**config.mk**
```make
export PLATFORM = sky130hd
export DESIGN_NAME = log_record_deframer_top
export DESIGN_NICKNAME = d
export VERILOG_FILES = /design/src/hw/rtl/lrd_pkg.sv /design/src/hw/rtl/lrd_step.sv /design/src/hw/rtl/log_record_deframer_top.sv
export SDC_FILE = /design/constraint.sdc
export NUM_CORES = 1
export LEC_CHECK = 0
export BUFFER_PORTS_ARGS = -buffer_cell sky130_fd_sc_hd__buf_2
export CAP_MARGIN = 10
export CORE_ASPECT_RATIO = 1.4
export CORE_MARGIN = 2
export CORE_UTILIZATION = 30
export CTS_CLUSTER_SIZE = 14
export DETAILED_ROUTE_END_ITERATION = 6
export GPL_TIMING_DRIVEN = 0
export PLACE_DENSITY = 0.46
export SETUP_SLACK_MARGIN = 0.3
export SLEW_MARGIN = 20
export SYNTH_ARGS = -nofsm -noshare
export SYNTH_HDL_FRONTEND = slang
export SYNTH_HIERARCHICAL = 1
export SYNTH_SLANG_ARGS = --single-unit
```
**constraint.sdc**
```tcl
create_clock -name clock -period 4.7 [get_ports clock]
set_input_delay 0.705 -clock clock [delete_from_list [all_inputs] [get_ports clock]]
set_output_delay 0.705 -clock clock [all_outputs]
set_load 0.02 [all_outputs]
```
**src/hw/rtl/lrd_pkg.sv**
```systemverilog
// ----------------------------------------------------------------------------
// Log record deframer package
// Field constants, register indexes, class codes and shared types.
// ----------------------------------------------------------------------------
package lrd_pkg;

   localparam logic [7:0]  SYNC_BYTE     = 8'h55;
   localparam logic [14:0] PAYLOAD_START = 15'd10;
   localparam logic [15:0] MIN_LENGTH    = 16'd12;

   // Record byte positions of the header fields.
   localparam logic [14:0] POS_SYNC   = 15'd0;
   localparam logic [14:0] POS_LEN_LO = 15'd1;
   localparam logic [14:0] POS_LEN_HI = 15'd2;
   localparam logic [14:0] POS_ID_LO  = 15'd4;
   localparam logic [14:0] POS_ID_HI  = 15'd5;
   localparam logic [14:0] POS_KEY    = 15'd6;

   localparam logic [1:0] CLASS_OTHER    = 2'd0;
   localparam logic [1:0] CLASS_FEEDBACK = 2'd1;
   localparam logic [1:0] CLASS_ATTITUDE = 2'd2;

   localparam logic CSR_FEEDBACK_ID = 1'b0;
   localparam logic CSR_ATTITUDE_ID = 1'b1;

   localparam logic [15:0] FEEDBACK_ID_RESET = 16'd29;
   localparam logic [15:0] ATTITUDE_ID_RESET = 16'd2048;

   typedef struct packed {
      logic [14:0] field_position;
      logic [15:0] record_length;
      logic [15:0] current_id;
      logic [7:0]  xor_key;
      logic        sync_bad;
      logic        drop_rest;
      logic [15:0] packet_counter;
      logic        in_packet;
   } lrd_state_type;

   typedef struct packed {
      logic        valid;
      logic [7:0]  payload_byte;
      logic [15:0] record_id;
      logic [1:0]  record_class;
      logic [14:0] byte_index;
      logic        record_last;
      logic        frame_error;
      logic [15:0] packet_number;
   } lrd_result_type;

endpackage

```
**src/hw/rtl/lrd_step.sv**
```systemverilog
// ----------------------------------------------------------------------------
// Log record deframer byte step
// Combinational update of the record parser for one accepted byte.
// ----------------------------------------------------------------------------
module lrd_step
   import lrd_pkg::*;
(
   input  lrd_state_type  state_cur,
   input  logic [7:0]     in_byte,
   input  logic           packet_end,
   input  logic [15:0]    feedback_id,
   input  logic [15:0]    attitude_id,
   output lrd_state_type  state_nxt,
   output lrd_result_type result
);

   logic        start;
   logic [14:0] pos;
   logic        sync_bad;
   logic        drop;
   logic [15:0] count;
   logic [15:0] len_nxt;
   logic [15:0] len_hi_value;
   logic [15:0] pos_plus3;
   logic [15:0] pos_plus1;
   logic        past_len;
   logic        hdr_err;
   logic        end_err;
   logic        emit;
   logic [1:0]  cls;

   always_comb begin
      start    = !state_cur.in_packet;
      pos      = start ? '0 : state_cur.field_position;
      sync_bad = start ? 1'b0 : state_cur.sync_bad;
      drop     = start ? 1'b0 : state_cur.drop_rest;
      count    = start ? state_cur.packet_counter + 16'd1 : state_cur.packet_counter;

      pos_plus3    = {1'b0, pos} + 16'd3;
      pos_plus1    = {1'b0, pos} + 16'd1;
      past_len     = (pos >= POS_LEN_HI);
      len_hi_value = {in_byte, state_cur.record_length[7:0]};

      len_nxt = state_cur.record_length;
      if (pos == POS_LEN_LO) begin
         len_nxt = {8'h00, in_byte};
      end else if (pos == POS_LEN_HI) begin
         len_nxt = len_hi_value;
      end

      // A length with the top bit set counts as negative and so too short.
      hdr_err = (pos == POS_LEN_HI) &&
                (sync_bad || in_byte[7] || (len_hi_value < MIN_LENGTH));
      end_err = !hdr_err && packet_end && past_len && (pos_plus3 < len_nxt);
      emit    = (pos >= PAYLOAD_START) && (pos_plus3 <= state_cur.record_length);

      if (state_cur.current_id == feedback_id) begin
         cls = CLASS_FEEDBACK;
      end else if (state_cur.current_id == attitude_id) begin
         cls = CLASS_ATTITUDE;
      end else begin
         cls = CLASS_OTHER;
      end

      state_nxt                = state_cur;
      state_nxt.packet_counter = count;
      state_nxt.in_packet      = 1'b1;
      state_nxt.field_position = pos;
      state_nxt.sync_bad       = sync_bad;
      state_nxt.drop_rest      = drop;

      result               = '0;
      result.packet_number = count;

      if (!drop) begin
         state_nxt.record_length = len_nxt;
         if (pos == POS_SYNC) begin
            state_nxt.sync_bad = (in_byte != SYNC_BYTE);
         end
         if (pos == POS_ID_LO) begin
            state_nxt.current_id = {8'h00, in_byte};
         end
         if (pos == POS_ID_HI) begin
            state_nxt.current_id = {in_byte, state_cur.current_id[7:0]};
         end
         if (pos == POS_KEY) begin
            state_nxt.xor_key = in_byte;
         end

         if (hdr_err || end_err) begin
            result.valid        = 1'b1;
            result.frame_error  = 1'b1;
            state_nxt.drop_rest = 1'b1;
         end else begin
            if (emit) begin
               result.valid        = 1'b1;
               result.payload_byte = in_byte ^ state_cur.xor_key;
               result.record_id    = state_cur.current_id;
               result.record_class = cls;
               result.byte_index   = pos - PAYLOAD_START;
               result.record_last  = (pos_plus3 == state_cur.record_length);
            end
            if (past_len && (pos_plus1 == len_nxt)) begin
               state_nxt.field_position = '0;
            end else begin
               state_nxt.field_position = pos_plus1[14:0];
            end
         end
      end

      if (packet_end) begin
         state_nxt.in_packet      = 1'b0;
         state_nxt.field_position = '0;
         state_nxt.sync_bad       = 1'b0;
         state_nxt.drop_rest      = 1'b0;
      end
   end

endmodule

```
**src/hw/rtl/log_record_deframer_top.sv**
```systemverilog
// ----------------------------------------------------------------------------
// Log record deframer
// Splits a byte stream of packets into log records and emits decoded payload.
// ----------------------------------------------------------------------------
// Usage:
// Raw packet bytes enter on the req_ stream, one byte per beat, with req_tlast
// on the final byte of each packet. Decoded payload bytes leave on the rsp_
// stream, one beat per payload byte, with rsp_tlast on the last payload byte
// of a record. An error beat (rsp_tuser frame error bit set) marks a bad
// sync byte, a short length or a packet that ends inside a record; the
// record's earlier beats are then void. Header and trailer bytes give no beat.
// The csr_ port writes the two class ids; write it only while the block is
// idle. It is always ready.
// Each byte is parsed in the cycle it is accepted and its result appears on
// the rsp_ port in the next cycle. One byte can be taken every cycle; the
// single output register sets that rate, and the block keeps accepting while
// the receiver takes the pending beat. If the receiver stalls with a beat
// pending, req_tready drops until that beat is taken. Reset clears the parser,
// the packet counter and the output, and restores the default class ids.
// ----------------------------------------------------------------------------
module log_record_deframer_top
   import lrd_pkg::*;
(
   input  logic        clock,
   input  logic        reset,
   // Byte input.
   input  logic        req_tvalid,
   output logic        req_tready,
   input  logic [7:0]  req_tdata,   // [7:0] in_byte
   input  logic        req_tlast,   // packet_end
   // Decoded payload output.
   output logic        rsp_tvalid,
   input  logic        rsp_tready,
   output logic [55:0] rsp_tdata,   // [7:0] payload_byte, [23:8] record_id,
                                    // [38:24] byte_index, [54:39] packet_number
   output logic [2:0]  rsp_tuser,   // [1:0] record_class, [2] frame_error
   output logic        rsp_tlast,   // record_last
   // Register writes.
   input  logic        csr_valid,
   output logic        csr_ready,
   input  logic        csr_index,
   input  logic [15:0] csr_data
);

   lrd_state_type  state_ff;
   lrd_state_type  state_in;
   lrd_result_type result_in;
   lrd_result_type result_ff;
   logic [15:0]    feedback_id_ff;
   logic [15:0]    attitude_id_ff;
   logic           req_fire;

   assign req_tready = !result_ff.valid || rsp_tready;
   assign req_fire   = req_tvalid && req_tready;
   assign csr_ready  = 1'b1;

   lrd_step u_step (
      .state_cur   (state_ff),
      .in_byte     (req_tdata),
      .packet_end  (req_tlast),
      .feedback_id (feedback_id_ff),
      .attitude_id (attitude_id_ff),
      .state_nxt   (state_in),
      .result      (result_in)
   );

   always_ff @(posedge clock) begin
      if (reset) begin
         state_ff <= '0;
      end else if (req_fire) begin
         state_ff <= state_in;
      end
   end

   always_ff @(posedge clock) begin
      if (reset) begin
         feedback_id_ff <= FEEDBACK_ID_RESET;
         attitude_id_ff <= ATTITUDE_ID_RESET;
      end else if (csr_valid) begin
         unique case (csr_index)
            CSR_FEEDBACK_ID: feedback_id_ff <= csr_data;
            CSR_ATTITUDE_ID: attitude_id_ff <= csr_data;
            default: ;
         endcase
      end
   end

   always_ff @(posedge clock) begin
      if (reset) begin
         result_ff <= '0;
      end else if (req_fire) begin
         result_ff <= result_in;
      end else if (rsp_tready) begin
         result_ff.valid <= 1'b0;
      end
   end

   assign rsp_tvalid = result_ff.valid;
   assign rsp_tdata  = {1'b0, result_ff.packet_number, result_ff.byte_index,
                        result_ff.record_id, result_ff.payload_byte};
   assign rsp_tuser  = {result_ff.frame_error, result_ff.record_class};
   assign rsp_tlast  = result_ff.record_last;

endmodule

```
# Yosys cells after proc, flatten, opt, wreduce, memory -nomap -nowiden
# Cells that the tools add are included.
# word_totals
regBits,150
latch_bits,0
mem_bits_rw,0
romBits,0
inputBits,31
out_inout_bits,63
wordCells,90
mem_count,0
# op_classes
n_addsub,4
multipliers,0
div,0
magnitude_cmp,5
n_eq_ne,10
shifts,0
n_mux,25
bitwise,5
reduce_logical,23
# op_table
operator,n
16-bit 2-to-1 mux,5
16-bit == test,4
15-bit 2-to-1 mux,4
57-bit 2-to-1 mux,1
"15-bit by 3-bit == test with 1-bit output, second input constant",3
44-bit 2-to-1 mux,1
43-bit 2-to-1 mux,1
42-bit 2-to-1 mux,1
"15-bit by 1-bit adder with 16-bit output, second input constant",1
"15-bit by 2-bit adder with 16-bit output, second input constant",1
"16-bit by 1-bit adder with 16-bit output, second input constant",1
16-bit less-or-equal comparator,1
16-bit less-than comparator,1
"16-bit by 4-bit less-than comparator with 1-bit output, second input constant",1
"15-bit by 1-bit == test with 1-bit output, second input constant",1
"15-bit by 2-bit == test with 1-bit output, second input constant",1
"15-bit by 2-bit greater-or-equal comparator with 1-bit output, second input constant",1
"15-bit by 4-bit greater-or-equal comparator with 1-bit output, second input constant",1
15-bit logical NOT,1
"15-bit by 4-bit subtractor with 15-bit output, second input constant",1
1-bit 2-to-1 mux,8
8-bit 2-to-1 mux,1
"8-bit by 7-bit inequality test with 1-bit output, second input constant",1
2-bit AND reduction,4
9 further kinds,26

# Depth between registers and ports, before layout
# Gate-level depths: netlist of the first run.
# depth
ltp_word,12
ltp_mapped,22

# Hierarchy
# The synthesis of the first run kept the hierarchy.
# modules_own_cells
mod,instances,cells_each,area_each_um2,seq_area_each_um2
log_record_deframer_top,1,758,7139.3,3323.2
lrd_step,1,641,4381.7,0.0

# Worst setup path before layout of the first run
# Ideal clock, no wire load.
# synth_path
kind,register to register
start,register state_ff[72] in the netlist's numbering
end,register result_ff (netlist bit rsp_tdata[23])
setup_time_ns,0.128
arrival_ns,4.109
required_ns,4.572
path_slack_ns,0.463
path_stages_with_launch,21
n_path_buf,3
path_cell_list,dfxtp_1 > buf_6 > or4_4 > nor4_4 > nand2_4 > mux2_2 > nand2_1 > ha_1 > nand4_1 > o21ai_0 > or4b_2 > nor2_1 > o211ai_1 > a211oi_2 > nor2_2 > and3_1 > buf_2 > buf_6 > and2_1 > nand4b_1 > o21ai_0
# synth_lines
element,line_no,source
from (decl),log_record_deframer_top.sv:45,lrd_state_type state_ff;
from (signal assigned),log_record_deframer_top.sv:71,state_ff <= state_in;
to (signal assigned),log_record_deframer_top.sv:92,result_ff <= result_in;
to (decl),log_record_deframer_top.sv:48,lrd_result_type result_ff;

==> results of run 1 <==
## worst min-delay path, stage by stage (launching register included)
cell and delay [ns]:
dfxtp_1 0.31, nand2b_1 0.06, o21ai_1 0.05
## synthesized netlist by cell type, drive strengths merged, types with 17 or more instances
cell type	instances
o21ai	157
mux2	19
xor2	30
nor2	61
nor3	17
inv	31
clkbuf	74
nand2b	137
buf	71
nand3	26
nand4b	133
nand2	127
and2	24
ha	30
xnor2	63
nand4	27
dfxtp	166
a21oi	75
## worst max-delay path by stage
stage                                    startpoint                    endpoint  slack [ns]  depth (start not counted)
after floorplan           state_ff[72]$_SDFFE_PP0P_  rsp_tdata[23]$_SDFFE_PP0P_        0.46                         20
final                     state_ff[71]$_SDFFE_PP0P_   state_ff[69]$_SDFFE_PP0P_        0.40                         20
after global placement    state_ff[71]$_SDFFE_PP0P_  rsp_tdata[23]$_SDFFE_PP0P_       -0.59                         21
after CTS                  state_ff[0]$_SDFFE_PP0P_   state_ff[69]$_SDFFE_PP0P_        0.30                         21
after detailed placement  state_ff[71]$_SDFFE_PP0P_  rsp_tdata[23]$_SDFFE_PP0P_       -0.54                         21
after global routing      state_ff[71]$_SDFFE_PP0P_   state_ff[64]$_SDFFE_PP0P_        0.27                         22
## routing by layer
metal	vias up	part of all wire, %	track usage (%)
met3	102	5.1	3.27
met1	5162	42	25.9
met4	2	4.7	10.8
met5	-	0.016	0
met2	381	49	36.5
li1	5220	-	-
## registers in the layout (all words and copies together) (netlist names)
| name | cells |
|---|---|
| feedback_id_ff | 16 |
| rsp_tdata | 55 |
| attitude_id_ff | 16 |
| rsp_tlast | 1 |
| rsp_tvalid | 1 |
| state_ff | 74 |
| rsp_tuser | 3 |
## cell type report
cell class	instances	area (sq um)	share of cell area, %
timing repair buffer	106	628	4.57
clock inverter	15	181	1.32
sequential	166	3330	24.3
clock buffer	17	425	3.10
multi-input combinational	1057	7630	55.5
timing repair inverter	1	7.51	0.0546
buffer	145	823	5.99
tap	473	592	4.31
inverter	31	119	0.865
## logic make-up (layout without fill, tap and decap cells)
family / Yosys count / after routing
compound gates: 290 / 290
xor+xnor: 93 / 93
fa+ha+maj: 30 / 30
buf+inv: 176 / 315
flops: 166 / 166
mux: 34 / 34
other cells: 2 / 2
simple gates: 608 / 608
## where the power goes
part / internal, mW / total (mW) / switching [mW]
sequential: 1.42 / 1.44 / 0.0165
combinational: 0.120 / 0.323 / 0.203
clock: 0.723 / 1.47 / 0.750
total: 2.27 / 3.24 / 0.969
## through the flow
step	hold WS, ns	instance area, sq um	cells	worst slack [ns]
2_1_floorplan	0.446	11500	1399	0.463
3_3_place_gp	0.457	12500	1953	-0.589
3_5_place_dp	0.460	12500	1953	-0.539
4_1_cts	0.456	13500	2002	0.303
5_1_grt	0.483	13700	2011	0.269
6_report	0.463	13700	2011	0.403
## what timing repair did
action	CTS	global route
setup buffers	16	7
setup endpoints to repair	60	55
gates resized for setup	58	46
pin swaps	25	7
cloned	1	2
==> run_results.csv, run 1 <==
group,metric,value,unit
grt,grtUsageTotal,21.4,%
cells_and_area,final_cell_mix,"160 x dfxtp_1, 136 x nand2b_1, 133 x nand4b_1",
floorplan,die_area,0.0400,sq mm
routing,drtIter0Drc,882,
clocking,clk_pin_slew,0.08,ns
power_and_ir_drop,p_leak,5.03,nW
sta,drv_slew,0,
synth,synth_edf_count,0,
grt,grt_pass1_wl,65000,um
power_and_ir_drop,totalPowerFinal,3.24,mW
setup_path,path_class,"reg2reg",
setup_path,endpoint_kind,"register",
min_path,holdPathEnd,"rsp_tdata[16]$_SDFFE_PP0P_",
routing,drc,0,
synth,ys_async_sr_fraction,0,%
sta,tns,0,ns
synth,synth_cells,1399,
synth,syn_area,0.0115,sq mm
synth,yosys.cell_types.count,76,
synth,ys_warn_count,6,
setup_path,cp_max_fo,8,
floorplan,fp.dieW,170,um
synth,ys.flop_type,"dfxtp_1",
sta,setup_violations,0,
placed_design,portBuffers,81,
sta,rsz0062_at_grt,"true",
sta,clock_skew,0.0169,ns
setup_path,critical_path.top_delay_family,"simple AND/OR/NAND/NOR gates",
routing,viasPerCell,5.40,
cells_and_area,nFillCells,3980,
setup_path,r2r_setup_slack,0.40,ns
routing,wl_per_cell,21.5,um
setup_path,crit_path_cell_trace,"buf_6 -> or4_4 -> nor3_4 -> nand2_1 -> nand2_2 -> ha_4 -> nand4_1 -> o21ai_1 -> or4b_4 -> nor2_4 -> o211ai_1 -> a211oi_2 -> buf_4 -> or2_4 -> o21ai_4 -> clkinvlp_4 -> a32oi_1 -> nor2_1 -> nand4b_1 -> o21ai_1",
synth,synth_nets,1460,
floorplan,core_area,0.0377,sq mm
sta,fin_crit_sh,91.4,%
setup_path,crit_path_top_delay_cell,"or4_4",
synth,synth_mux_area_share,3.19,%
placed_design,place.gp.congestion,0.967,
floorplan,die_h,236,um
setup_path,max_stage_delay,0.55,ns
synth,synth_area_leaders,"dfxtp_1 29%, nand4b_1 10%, nand2b_1 7.4%, o21ai_2 5.3%, xnor2_1 4.8%",
setup_path,reg2reg_from,"state_ff[71]$_SDFFE_PP0P_",
grt,grt_overflow,0,
min_path,holdCritPathClass,"reg2reg",
cells_and_area,antenna_cells,0,
sta,slew_headroom,30.6,%
setup_path,r2r-end,"state_ff[69]$_SDFFE_PP0P_",
floorplan,start_util,30.5,%
sta,hold_violations,0,
floorplan,row_count,84,
synth,ys_seq_elements,166,
synth,synth_top_family_by_area,"simple AND/OR/NAND/NOR gates",
synth,synth_compound_area_share,17.3,%
routing,ant_nets,0,
synth,yosys.area.top_type,"dfxtp_1",
clocking,cts_buffers,17,
clocking,cts_root_buf,"clkbuf_16",
sta,fmax,233,MHz
grt,first_global_vias,10600,
setup_path,path_buf_inv,3,
power_and_ir_drop,vdd_drop_max,0.189,mV
cells_and_area,final_layout_size_suffix_gt1_share,24.4,%
grt,antenna_found_initial,1,
setup_path,cpMostUsedCell,"o21ai_1",
cells_and_area,final_core_util,36.4,%
setup_path,cp-start-kind,"register",
run_status,status,"finished clean",
clocking,cts_max_level,4,
grt,grt_max_degree,20,
clocking,worstSkewPairLatency,0.46,ns
setup_path,crit_arrival,4.67,ns
routing,drt-pass1-iter-count,5,
synth,synth_top_area_share,28.8,%
clocking,cts_tree,"yes",
flow_run,drv_cap,0,
routing,num_vias,10900,
cells_and_area,synthToLayoutAreaGrowth,19.3,%
routing,drt_wl_total,43200,um
synth,synthAdderAreaFrac,3.26,%
synth,synthSimpleGateAreaFrac,32.7,%
min_path,hp-start,"rsp_tdata[16]$_SDFFE_PP0P_",
floorplan,io_pins,94,
cells_and_area,final_common_cell,"dfxtp_1",
clocking,clock_path_buffers,2,
min_path,hold_path_depth,2,
sta,period_minus_slack,4.30,ns
synth,synth_xor_area_share,7.07,%
clocking,cts.sinks,166,
synth,synth.yosys.seq_area_share,28.8,%
setup_path,rr_worst_depth,20,
synth,syn_area_per_cell,8.24,sq um
setup_path,critPathRequiredTime,5.08,ns
clocking,hold_buffers,0,
power_and_ir_drop,p_per_area,236,mW/mm^2
cells_and_area,nNetsFinal,1586,
placed_design,dp_hpwl,32300,um
sta,worst_slew_pin_slew,1.03,ns
No activity file was read; power rests on OpenSTA's default activity.
==> inputs of run 2 (changes only) <==
--- a/config.mk
+++ b/config.mk
@@ -18,5 +18,4 @@
 export SLEW_MARGIN = 20
 export SYNTH_ARGS = -nofsm -noshare
 export SYNTH_HDL_FRONTEND = slang
-export SYNTH_HIERARCHICAL = 1
 export SYNTH_SLANG_ARGS = --single-unit
==> run_results.csv, run 2 <==
group,metric,value,unit
run_status,status,"finished clean",
cells_and_area,top_register,"state_ff",
synth,synth_top_area_share,34.3,%
placed_design,portBuffers,84,
routing,drtIter0Drc,487,
clocking,cts.sinks,150,
grt,antenna_found_initial,0,
synth,syn_area_per_cell,8.04,sq um
floorplan,row_count,74,
sta,drv_slew,0,
synth,ys_seq_elements,150,
setup_path,cpMostUsedCell,"buf_4",
floorplan,start_util,30.2,%
grt,first_global_vias,8277,
routing,drt_wl_total,33400,um
setup_path,cp-start-kind,"register",
sta,rsz0062_at_grt,"false",
setup_path,critPathRequiredTime,5.03,ns
sta,clock_skew,0.00866,ns
synth,synth_edf_count,0,
cells_and_area,largest_register_ffs,58,
synth,ys.flop_type,"dfxtp_1",
routing,top_layer_used,"met4",
power_and_ir_drop,p_per_area,290,mW/mm^2
grt,grt_pass1_wl,50500,um
routing,wl_met2,17300,um
sta,tns,0,ns
power_and_ir_drop,p_leak,4.30,nW
setup_path,critical_path.top_delay_family,"buffers and inverters",
floorplan,die_area,0.0306,sq mm
clocking,cts_root_buf,"clkbuf_16",
floorplan,core_area,0.0290,sq mm
setup_path,cp_max_fo,10,
routing,drc,0,
placed_design,dp_hpwl,25300,um
synth,ys_async_sr_fraction,0,%
routing,ant_nets,0,
setup_path,endpoint_kind,"register",
sta,fin_ws,0.434,ns
clocking,hold_buffers,0,
synth,yosys.area.top_type,"dfxtp_1",
synth,yosys.cell_types.count,75,
synth,syn_area,0.00876,sq mm
synth,synth_cells,1089,
routing,viasPerCell,5.26,
setup_path,path_class,"reg2reg",
clocking,cts_buffers,17,
clocking,cts_max_level,4,
min_path,holdCritPathClass,"reg2reg",
synth,synth_nets,1150,
floorplan,io_pins,94,
sta,setup_violations,0,
cells_and_area,antenna_cells,0,
cells_and_area,final_cell_mix,"148 x dfxtp_1, 128 x nand2_1, 109 x nor2_1",
clocking,cts_tree,"yes",
synth,synth.most_common_cell,"dfxtp_1",
sta,period_minus_slack,4.27,ns
sta,worst_slew_pin_slew,1.03,ns
synth,synth.yosys.seq_area_share,34.3,%
synth,ys_warn_count,0,
flow_run,drv_cap,0,
power_and_ir_drop,vdd_drop_max,0.263,mV
synth,synth_area_leaders,"dfxtp_1 34%, nand2_1 5.5%, xor2_1 4.9%, nor2_1 4.8%, a21oi_1 4.4%",
cells_and_area,final_layout_size_suffix_gt1_share,19.1,%
floorplan,die_h,206,um
routing,drt-pass1-iter-count,5,
cells_and_area,nNetsFinal,1272,
sta,fmax,234,MHz
routing,num_vias,8442,
sta,slew_headroom,30.9,%
placed_design,dp_slack,-1.35,ns
synth,synth_common_cells,"150 x dfxtp_1, 129 x nand2_1, 112 x nor2_1",
sta,fin_crit_sh,90.8,%
setup_path,max_stage_delay,0.31,ns
placed_design,place_inst,1553,
placed_design,place.gp.congestion,0.910,
setup_path,crit_path_cell_trace,"buf_2 -> buf_4 -> buf_4 -> buf_6 -> clkbuf_4 -> buf_4 -> nand3_1 -> xor2_2 -> ha_1 -> and4_4 -> o211ai_1 -> a31oi_1 -> o21ai_0 -> o22ai_2 -> buf_4 -> a31o_4 -> nand2_2 -> a21o_4 -> a22o_1",
floorplan,fp.dieW,148,um
clocking,worstSkewPairLatency,0.44,ns
grt,grtUsageTotal,22.1,%
sta,hold_slack,0.461,ns
grt,grt_overflow,0,
setup_path,crit_arrival,4.59,ns
clocking,clock_path_buffers,2,
cells_and_area,finalNonFillerCells,1604,
routing,wl_per_cell,20.8,um
setup_path,crit_path_top_delay_cell,"dfxtp_1",
routing,wl_met3,1290,um
cells_and_area,synthToLayoutAreaGrowth,22.1,%
sta,hold_violations,0,
setup_path,path_buf_inv,7,
grt,grt_max_degree,17,
cells_and_area,final_core_util,36.9,%
cells_and_area,final_common_cell,"dfxtp_1",
routing,drt-met1-wl,13200,um
clocking,clk_pin_slew,0.07,ns
[run 2: tightest hold or removal path, cell delays in order (launching register included)]
cell	delay, ns
dfxtp_1	0.32
nand2_1	0.05
a21oi_1	0.05
[run 2: repair_timing]
action                                  4_1_cts  5_1_grt
cloned                                        0        0
buffers inserted                             10        9
endpoints found under the setup margin       60       58
resized for setup                            37       33
pin swaps                                     6       10
[run 2: routing by layer]
| metal | GRT usage (%) | vias to the layer above |
|---|---|---|
| li1 | - | 4115 |
| met3 | 3.20 | 69 |
| met5 | 0 | - |
| met1 | 24.5 | 4029 |
| met4 | 11.4 | 0 |
| met2 | 40.6 | 229 |
[run 2: kinds of logic after synthesis]
| family | Yosys count | share of synthesized area [%] |
|---|---|---|
| XOR/XNOR | 84 | 8.40 |
| other | 2 | 0.0858 |
| AO/OA/AOI/OAI | 254 | 19.8 |
| flip-flops | 150 | 34.3 |
| AND/OR/NAND/NOR | 423 | 24.3 |
| adder cells (fa/ha/maj) | 30 | 4.29 |
| buffers and inverters | 127 | 6.62 |
| multiplexers | 19 | 2.19 |
[run 2: per-stage QoR]
step	cell area, sq um	total power [mW]
global placement	9650	1.62
finish	10700	3.10
global route	10700	3.21
detailed placement	9660	1.62
floorplan	8760	1.50
CTS	10500	3.12
[run 2: final timing paths]
kind	start	endpoint	slack, ns	depth (start not counted)
worst max-delay path	state_ff[0]$_SDFFE_PP0P_	state_ff[72]$_SDFFE_PP0P_	0.43	19
worst min-delay path	rsp_tdata[25]$_SDFFE_PP0P_	rsp_tdata[25]$_SDFFE_PP0P_	0.46	2
worst min register to register	rsp_tdata[25]$_SDFFE_PP0P_	rsp_tdata[25]$_SDFFE_PP0P_	0.46	2
worst max register to register	state_ff[0]$_SDFFE_PP0P_	state_ff[72]$_SDFFE_PP0P_	0.43	19
[run 2: power by group]
part	internal [mW]	switching [mW]	total, mW
Clock	0.861	0.641	1.50
Sequential	1.29	0.0183	1.31
Combinational	0.0925	0.197	0.289
Total	2.25	0.857	3.10
[run 2: layout make-up]
class                           count  area (sq um)
Buffer                             98           537
Clock buffer                       17           425
Clock inverter                     15           210
Fill cell                        3069         18300
Inverter                           29           109
Multi-Input combinational cell    812          5360
Sequential cell                   150          3010
Tap cell                          380           475
Timing Repair Buffer              103           576
